**src/design/jspwm_pkg.sv**
```systemverilog
// ----------------------------------------------------------------------------
// jspwm_pkg
// shared types and constants for the joystick jogged servo pwm controller
// ----------------------------------------------------------------------------
package jspwm_pkg;

    localparam int unsigned ANGLE_W    = 8;
    localparam int unsigned SAMPLE_W   = 10;
    localparam int unsigned PULSE_W    = 16;
    localparam int unsigned PINS_W     = 4;
    localparam int unsigned CH_SEL_W   = 2;
    localparam int unsigned CFG_IDX_W  = 3;
    localparam int unsigned CFG_DATA_W = 16;

    localparam logic [ANGLE_W-1:0]  MAX_ANGLE      = 8'd180;
    localparam logic [ANGLE_W-1:0]  RST_ANGLE      = 8'd90;
    localparam logic [CH_SEL_W-1:0] CLOSE_CHANNEL  = 2'd3;
    localparam logic [PULSE_W-1:0]  PULSE_MAX      = 16'hFFFF;

    // floor(a * 208 / 100) == (a * 2181088) >> 20 for every 8-bit a
    localparam int unsigned         PULSE_MULT_W   = 22;
    localparam int unsigned         PULSE_SHIFT    = 20;
    localparam int unsigned         PULSE_PROD_W   = ANGLE_W + PULSE_MULT_W;
    localparam logic [PULSE_MULT_W-1:0] PULSE_MULT = 22'd2181088;

    localparam logic [CH_SEL_W-1:0] RST_CH_SEL     = 2'd0;
    localparam logic [SAMPLE_W-1:0] RST_LOW_THR    = 10'd450;
    localparam logic [SAMPLE_W-1:0] RST_HIGH_THR   = 10'd750;
    localparam logic [ANGLE_W-1:0]  RST_STEP       = 8'd5;
    localparam logic [PULSE_W-1:0]  RST_PERIOD     = 16'd5000;
    localparam logic [PULSE_W-1:0]  RST_BASE       = 16'd375;

    typedef enum logic [CFG_IDX_W-1:0] {
        CFG_CH_SEL   = 3'd0,
        CFG_LOW_THR  = 3'd1,
        CFG_HIGH_THR = 3'd2,
        CFG_STEP     = 3'd3,
        CFG_PERIOD   = 3'd4,
        CFG_BASE     = 3'd5
    } cfg_reg_t;

    typedef enum logic {
        CMD_TICK   = 1'b0,
        CMD_SAMPLE = 1'b1
    } cmd_t;

    typedef struct packed {
        logic                cmd;
        logic [SAMPLE_W-1:0] sample;
    } in_word_t;

    typedef struct packed {
        logic [PINS_W-1:0]  pins;
        logic [PULSE_W-1:0] pulse_width;
        logic [ANGLE_W-1:0] angle;
    } out_word_t;

endpackage

```
**src/design/joystick_servo_pwm_controller_top.sv**
```systemverilog
// ----------------------------------------------------------------------------
// joystick_servo_pwm_controller_top
// four channel servo pulse generator with joystick angle jog
// ----------------------------------------------------------------------------
// an accepted input word's result word is registered and valid in the next cycle
// throughput: one word per cycle while m_ready is high, set by the single result register stage
// reset (aresetn low, synchronous): angles 90 (close channel 180), counter 0,
// compare value 375, pins low, registers to defaults, no result pending
// ----------------------------------------------------------------------------
module joystick_servo_pwm_controller_top #(
    parameter int unsigned NUM_CHANNELS = 4,
    parameter int unsigned COUNT_WIDTH  = 16
) (
    input  logic                                   aclk,
    input  logic                                   aresetn,
    input  logic                                   cfg_wr_en,
    input  logic [jspwm_pkg::CFG_IDX_W-1:0]        cfg_index,
    input  logic [jspwm_pkg::CFG_DATA_W-1:0]       cfg_wr_data,
    input  logic                                   s_valid,
    output logic                                   s_ready,
    input  jspwm_pkg::in_word_t                    s_data,
    output logic                                   m_valid,
    input  logic                                   m_ready,
    output jspwm_pkg::out_word_t                   m_data
);
    import jspwm_pkg::*;

    localparam int unsigned IDX_W = (NUM_CHANNELS > 1) ? $clog2(NUM_CHANNELS) : 1;
    localparam int unsigned CMP_W = (COUNT_WIDTH > PULSE_W) ? COUNT_WIDTH : PULSE_W;

    // configuration
    logic [CH_SEL_W-1:0] ch_sel_reg;
    logic [SAMPLE_W-1:0] low_thr_reg;
    logic [SAMPLE_W-1:0] high_thr_reg;
    logic [ANGLE_W-1:0]  step_reg;
    logic [PULSE_W-1:0]  period_reg;
    logic [PULSE_W-1:0]  base_reg;

    // state
    logic [ANGLE_W-1:0]     angles_reg [NUM_CHANNELS];
    logic [COUNT_WIDTH-1:0] count_reg;
    logic [COUNT_WIDTH-1:0] count_next;
    logic [PULSE_W-1:0]     cmp_reg;
    logic [PULSE_W-1:0]     cmp_next;
    logic [PINS_W-1:0]      pins_reg;
    logic [PINS_W-1:0]      pins_next;
    logic [ANGLE_W-1:0]     angle_next;
    logic                   ang_we;

    logic                   m_valid_reg;
    out_word_t              m_data_reg;
    out_word_t              m_data_next;

    logic                   accept;
    logic                   ch_ok;
    logic [IDX_W+1:0]       ch_wide;
    logic [IDX_W-1:0]       ch_idx;
    logic [PINS_W-1:0]      ch_bit;
    logic [ANGLE_W-1:0]     ang_cur;
    logic [ANGLE_W:0]       ang_up;
    logic [PULSE_PROD_W-1:0] pulse_prod;
    logic [PULSE_W:0]       pulse_sum;
    logic [COUNT_WIDTH-1:0] count_inc;

    assign s_ready = !m_valid_reg || m_ready;
    assign accept  = s_valid && s_ready;
    assign m_valid = m_valid_reg;
    assign m_data  = m_data_reg;

    assign ch_ok   = 32'(ch_sel_reg) < NUM_CHANNELS;
    assign ch_wide = (IDX_W+2)'(ch_sel_reg);
    assign ch_idx  = ch_wide[IDX_W-1:0];
    assign ch_bit  = ch_ok ? (PINS_W'(1) << ch_sel_reg) : '0;
    assign ang_cur = angles_reg[ch_idx];

    // jog and pulse width
    always_comb begin
        ang_up     = (ANGLE_W+1)'(ang_cur) + (ANGLE_W+1)'(step_reg);
        angle_next = ang_cur;
        if (ch_sel_reg == CLOSE_CHANNEL) begin
            angle_next = '0;
        end else if (s_data.sample <= low_thr_reg) begin
            angle_next = (ang_cur >= step_reg) ? ang_cur - step_reg : '0;
        end else if (s_data.sample >= high_thr_reg) begin
            if (ang_cur < MAX_ANGLE) begin
                angle_next = (ang_up > (ANGLE_W+1)'(MAX_ANGLE)) ? MAX_ANGLE
                                                              : ang_up[ANGLE_W-1:0];
            end
        end
        pulse_prod = PULSE_PROD_W'(angle_next) * PULSE_PROD_W'(PULSE_MULT);
        pulse_sum  = (PULSE_W+1)'(base_reg)
                   + (PULSE_W+1)'(pulse_prod[PULSE_PROD_W-1:PULSE_SHIFT]);
    end

    // item update
    always_comb begin
        count_inc  = count_reg + COUNT_WIDTH'(1);
        count_next = count_reg;
        cmp_next   = cmp_reg;
        pins_next  = pins_reg;
        ang_we     = 1'b0;
        if (s_data.cmd == CMD_SAMPLE) begin
            if (ch_ok) begin
                ang_we   = 1'b1;
                cmp_next = pulse_sum[PULSE_W] ? PULSE_MAX : pulse_sum[PULSE_W-1:0];
            end
        end else begin
            count_next = count_inc;
            if (CMP_W'(count_inc) == CMP_W'(cmp_reg)) begin
                pins_next = pins_next & ~ch_bit;
            end
            if (CMP_W'(count_inc) == CMP_W'(period_reg)) begin
                pins_next  = pins_next | ch_bit;
                count_next = '0;
            end
        end
        m_data_next.pins        = pins_next;
        m_data_next.pulse_width = cmp_next;
        m_data_next.angle       = !ch_ok ? '0 : (ang_we ? angle_next : ang_cur);
    end

    always_ff @(posedge aclk) begin
        if (!aresetn) begin
            ch_sel_reg   <= RST_CH_SEL;
            low_thr_reg  <= RST_LOW_THR;
            high_thr_reg <= RST_HIGH_THR;
            step_reg     <= RST_STEP;
            period_reg   <= RST_PERIOD;
            base_reg     <= RST_BASE;
        end else if (cfg_wr_en) begin
            unique case (cfg_index)
                CFG_CH_SEL:   ch_sel_reg   <= cfg_wr_data[CH_SEL_W-1:0];
                CFG_LOW_THR:  low_thr_reg  <= cfg_wr_data[SAMPLE_W-1:0];
                CFG_HIGH_THR: high_thr_reg <= cfg_wr_data[SAMPLE_W-1:0];
                CFG_STEP:     step_reg     <= cfg_wr_data[ANGLE_W-1:0];
                CFG_PERIOD:   period_reg   <= cfg_wr_data[PULSE_W-1:0];
                CFG_BASE:     base_reg     <= cfg_wr_data[PULSE_W-1:0];
                default: begin
                end
            endcase
        end
    end

    always_ff @(posedge aclk) begin
        if (!aresetn) begin
            for (int i = 0; i < NUM_CHANNELS; i++) begin
                angles_reg[i] <= (i == int'(CLOSE_CHANNEL)) ? MAX_ANGLE : RST_ANGLE;
            end
            count_reg   <= '0;
            cmp_reg     <= RST_BASE;
            pins_reg    <= '0;
            m_valid_reg <= 1'b0;
        end else begin
            if (accept) begin
                if (ang_we) begin
                    angles_reg[ch_idx] <= angle_next;
                end
                count_reg <= count_next;
                cmp_reg   <= cmp_next;
                pins_reg  <= pins_next;
            end
            if (accept) begin
                m_valid_reg <= 1'b1;
            end else if (m_ready) begin
                m_valid_reg <= 1'b0;
            end
        end
    end

    always_ff @(posedge aclk) begin
        if (accept) begin
            m_data_reg <= m_data_next;
        end
    end

    a_accept_gives_result: assert property (@(posedge aclk) disable iff (!aresetn)
        accept |=> m_valid)
        else $error("accepted word produced no result");

    a_ready_when_empty: assert property (@(posedge aclk) disable iff (!aresetn)
        !m_valid |-> s_ready)
        else $error("input stalled with empty result stage");

    a_angle_in_range: assert property (@(posedge aclk) disable iff (!aresetn)
        m_valid |-> (m_data.angle <= MAX_ANGLE))
        else $error("result angle out of range");

    a_close_channel: assert property (@(posedge aclk) disable iff (!aresetn)
        (accept && (s_data.cmd == CMD_SAMPLE) && ch_ok
            && (ch_sel_reg == CLOSE_CHANNEL)) |=> (m_data.angle == '0))
        else $error("close channel sample did not zero the angle");

endmodule

```
**config.mk**
```make
export PLATFORM = sky130hd
export DESIGN_NAME = joystick_servo_pwm_controller_top
export DESIGN_NICKNAME = d
export VERILOG_FILES = /design/src/design/jspwm_pkg.sv /design/src/design/joystick_servo_pwm_controller_top.sv
export SDC_FILE = /design/constraint.sdc
export NUM_CORES = 1
export LEC_CHECK = 0
export BUFFER_PORTS_ARGS = -buffer_cell sky130_fd_sc_hd__buf_2
export CAP_MARGIN = 0
export CORE_AREA = 2 2 195 197
export CTS_CLUSTER_DIAMETER = 200
export DETAILED_ROUTE_END_ITERATION = 10
export DIE_AREA = 0 0 197 199
export HOLD_SLACK_MARGIN = 0.03
export PLACE_DENSITY = 0.56
export SYNTH_ARGS = -nofsm -noshare
export SYNTH_HDL_FRONTEND = slang
export SYNTH_SLANG_ARGS = --single-unit
export TNS_END_PERCENT = 100
```
**constraint.sdc**
```tcl
create_clock -name aclk -period 8.84 [get_ports aclk]
set_input_delay 0.442 -clock aclk [delete_from_list [all_inputs] [get_ports aclk]]
set_output_delay 0.442 -clock aclk [all_outputs]
set_load 0.005 [all_outputs]
```
## After elaboration in Yosys (flattened, before gate mapping)

Memory sizes are Yosys's and may differ from the RTL's. A register that Yosys moved wholly into a read port is not among the register bits.
Index checks and enable logic that the tools add are counted.

| word-level totals | value |
|---|---|
| RAM bits | 32 |
| output and inout port bits | 30 |
| input bits | 35 |
| memories | 1 |
| bits in registers | 127 |

| cells by class | value |
|---|---|
| add/sub/neg operators | 4 |
| equality and inequality tests | 8 |
| order comparisons | 5 |
| multipliers | 1 |
| mux-type cells | 27 |
| shifts and indexed selects | 1 |
| reduce and logical (&&, ||, !) cells | 13 |
| bitwise operators | 4 |

Memories:

| memory | words | width | read ports | clocked after memory_dff | write ports | RTL line | RTL |
|---|---|---|---|---|---|---|---|
| angles_reg | 4 | 8 | 1 | 1 | 4 | joystick_servo_pwm_controller_top.sv:40 | `logic [ANGLE_W-1:0] angles_reg [NUM_CHANNELS];` |

Operators with widths:

| operator | count |
|---|---|
| two-way mux 8 bit | 8 |
| two-way mux 16 bit | 3 |
| == test 16 bit | 2 |
| multiplier 8 x 17 -> 25 bit (second input constant) | 1 |
| adder 16 x 10 -> 17 bit | 1 |
| adder 16 x 1 -> 16 bit (second input constant) | 1 |
| two-way mux 4 bit | 4 |
| AND reduction 2 bit | 7 |
| >= comparator 10 bit | 1 |
| <= comparator 10 bit | 1 |
| adder 8 x 8 -> 9 bit | 1 |
| > comparator 9 x 8 -> 1 bit (second input constant) | 1 |
| two-way mux 1 bit | 9 |
| >= comparator 8 bit | 1 |
| less-than comparator 8 bit (second input constant) | 1 |
| OR reduction 8 bit | 1 |
| subtractor 8 bit | 1 |
| == test 3 x 2 -> 1 bit (second input constant) | 2 |
| == test 3 bit (second input constant) | 2 |
| two-way mux 2 bit | 3 |
| AND 4 bit | 1 |
| NOT 4 bit | 1 |
| OR 4 bit | 1 |
| left shift 1 x 2 -> 4 bit (first input constant) | 1 |
| other kinds (8) | 8 |

## Depth between registers and ports, before layout

| depth | value |
|---|---|
| word-level depth | 11 |
| gate-level depth with buffers | 44 |

## Worst setup path after synthesis

Ideal clock, no wire load.

| timing path | value |
|---|---|
| path type | register to register |
| start point | reg (tool-made name) |
| end point | reg m_data_reg, in the netlist m_data[22], data pin |
| setup slack | -0.550 ns |
| data required time | 8.580 ns |
| data arrival time | 9.131 ns |
| stages on the path, launching flop included | 42 |
| path through | dfxtp_1 > clkbuf_1 > mux2_2 > o21ai_0 > inv_1 > ha_1 > inv_1 > fa_1 > o21bai_1 > a31oi_1 > nand4_1 > a21o_1 > or4b_1 > o311ai_0 > a21o_1 > inv_1 > ha_1 > inv_1 > (+6 left out) > ha_1 > o2111ai_1 > a21oi_1 > nor4_1 > nor4_1 > a211o_1 > a21o_1 > a21oi_1 > xnor2_1 > ha_1 > o21a_1 > o21a_1 > or3_1 > o21ai_0 > a21oi_1 > and3_1 > mux2_2 > mux2_2 |

RTL lines:

| what | RTL line | RTL |
|---|---|---|
| to (signal assigned) | joystick_servo_pwm_controller_top.sv:172 | `m_data_reg <= m_data_next;` |
| to (decl) | joystick_servo_pwm_controller_top.sv:51 | `out_word_t m_data_reg;` |

==> reports/summary.txt <==
Ys Warns: 0
R2R Setup Slk: -190 ps
Setup Skew: 11.7 ps
RSZ-0062 raised after global routing: yes
Slowest Stage Delay on Critical Path: 600 ps
Worst setup EP type: register
Setup ws final: -193 ps
Area leader, netlist: dfxtp_1
Diode count: 0
Vias per cell: 5.07
Total grt overflow: 0
Final period util: 102%
CP max-delay cell: mux4_2
Dpl ws: -750 ps
Switching power: 1670 uW
Setup CP Type: register to register
Crit path DAT: 9220 ps
Antenna viol nets, final: 0
DP Cell Count: 1868
First-pass GRT wire length: 51900 um
R2r endpoint: m_data[22]$_DFFE_PP_
Comb power frac: 61.0%
Worst EP required: 9020 ps
Share of power burned in registers: 20.6%
Largest net degree at the start of global routing: 71
Leakage: 0.00579 uW
Post-synthesis cell count: 1269
Die Ht: 199 um
Synth-to-Final Area Change: 28.7%
Via count: 9834
I/O Pins: 65
Clock buffer depth: 2
IO Port Bufs: 64
Wire per inst: 17.4 um
Synth cell count leaders: nand2_1, ha_1, inv_1, dfxtp_1, a21oi_1
Crit-path most repeated cell: buf_4
Ys flop type: dfxtp_1
Final Max Slew Viols: 0
1st-iter DRT viols: 663
Final Critical Period: 9030 ps
Post-synth top area share: 18.4%
Top-count cell post-synth: nand2_1
Fillers: 3751
Syn avg cell area: 8.67 um2
# clock sinks: 161
Mapped cell area: 11000 um2
Synth unique cells: 76
Sw Ratio: 38.7%
Worst VDD drop: 0.242 mV
Initial antenna violation count: 0
Multi-input logic area: 7090 um2
TritonRoute pass-1 iters: 5
Die X: 197 um
Post-synth EDFFs: 60
Failing checks: negative setup slack
Drt total wl: 33700 um
Seq/Total Area, Yosys: 34.8%
Non-Filler Instances: 1938
CTS tree: built
Startpoint types: register
Worst hold slack: 246 ps
Utilization after layout: 38.1%
Core ar.: 37100 um2
Slew @ Worst Pin: 1100 ps
Global placer's final weighted congestion: 0.877
Hold path start: s_valid
Hold_buf cts: 0
Layout cells sized above 1: 25.4%
Worst skew pair latency: 430 ps
Slew headroom: 26.3%
Top cells by area, synth: dfxtp_1, edfxtp_1, ha_1
Hold Path Stages: 3
Final setup violation count: 2
Initial core utilization: 29.6%
Status: complete, but fails checks
Post-detail-place hpwl: 24800 um
CP max FO: 8
Hold Vio Cnt, Final: 0
Die footprint: 39200 um2
Syn_nets: 1433
Internal power: 2650 uW
Number of global-route vias before repair: 9431
Rows: 71
Total CTS buffers: 17
R2R cell count: 40
Final net count: 1615
Ys async rst share: 0%
Synthesized flop and latch total: 161
Power per cell area: 305 nW/um2
GRT Resource Usage Total: 17.1%
Worst-path clk slew: 70 ps
Clock Tree Root: clkbuf_16
Max cap viols: 0
Clock power share: 18.4%
Number of flip-flops in the largest register: 32
Reg area: 3830 um2
DRC Markers: 0
H-tree levels: 4
Hold Path Class: primary input to register
F_max: 0.111 GHz
Hold EP: m_valid$_SDFFE_PN0P_
## layer usage
layer | vias up | routed length, um | GRT usage, %
met5 | - | 0 | 0
met1 | 4682 | 15700 | 23.6
met3 | 47 | 1670 | 2.83
met2 | 278 | 15500 | 27.6
met4 | 0 | 778 | 4.76
li1 | 4827 | - | -
## cell families (layout without fill, tap and decap cells)
group / count (synthesis) / count (layout) / synth area share, %
AO/OA/AOI/OAI: 275 / 275 / 15.8
XOR/XNOR: 63 / 63 / 5.14
adder cells (fa/ha/maj): 129 / 129 / 16.3
buffers and inverters: 166 / 361 / 5.93
flip-flops: 161 / 161 / 34.8
multiplexers: 14 / 14 / 2.10
AND/OR/NAND/NOR: 461 / 461 / 19.9
## cells in the final DEF (no fill, tap or decap), types with 21 or more instances in the layout
master    instances
a21oi_1          78
buf_2            64
buf_4           142
dfxtp_1          99
edfxtp_1         60
fa_1             21
ha_1             89
inv_1            94
nand2_1         204
nand3_1          38
nor2_1           71
o211ai_1         23
o21ai_0          53
xnor2_1          39
## area by class of cell
cell class / instances / area share, %
multi-input cells: 942 / 50.1
flip-flops and latches: 161 / 27.0
clock buffers: 20 / 3.46
inverters: 107 / 2.88
repair buffers: 222 / 11.3
clock inverters: 12 / 0.999
well taps: 474 / 4.19
## worst max path at each step
stage,start,endpoint,slack (ps),depth (start not counted)
global route,register,m_data[22]$_DFFE_PP_,-550,40
finish,register,m_data[22]$_DFFE_PP_,-190,40
floorplan,register,m_data[22]$_DFFE_PP_,9,38
global placement,register,cmp_reg[3]$_SDFFE_PN0P_,-570,35
detailed placement,register,cmp_reg[3]$_SDFFE_PN0P_,-750,37
CTS,register,m_data[22]$_DFFE_PP_,-240,39
## power groups by stage
stage / Combinational, uW / Sequential, uW / Clock, uW
6_report: 2640 / 890 / 792
5_1_grt: 2960 / 895 / 833
4_1_cts: 2220 / 891 / 798
3_5_place_dp: 2070 / 904 / 0
3_3_place_gp: 2040 / 908 / 0
2_1_floorplan: 1320 / 886 / 0
## stage by stage
stage	setup TNS (ps)	total power [uW]	area (um2)
after floorplan	0	2210	11100
final	-240	4320	14100
after global routing	-8830	4690	14100
after CTS	-2070	3910	13500
after detailed placement	-14480	2980	12600
after global placement	-10950	2940	12600
## critical path, delay by kind of cell, from the launching register on
kind | cells | cell delay, ps
flip-flops | 1 | 340
adder cells (fa/ha/maj) | 7 | 2660
AO/OA/AOI/OAI | 12 | 1890
buffers and inverters | 9 | 1090
XOR/XNOR | 1 | 130
multiplexers | 3 | 1170
AND/OR/NAND/NOR | 8 | 1530
## timing repair
item | CTS | global route
gates resized for setup | 36 | 91
setup endpoints to repair | 29 | 32
buffers inserted | 15 | 24
pin swaps | 30 | 75
Note: power is estimated with default switching activity, not from simulation.
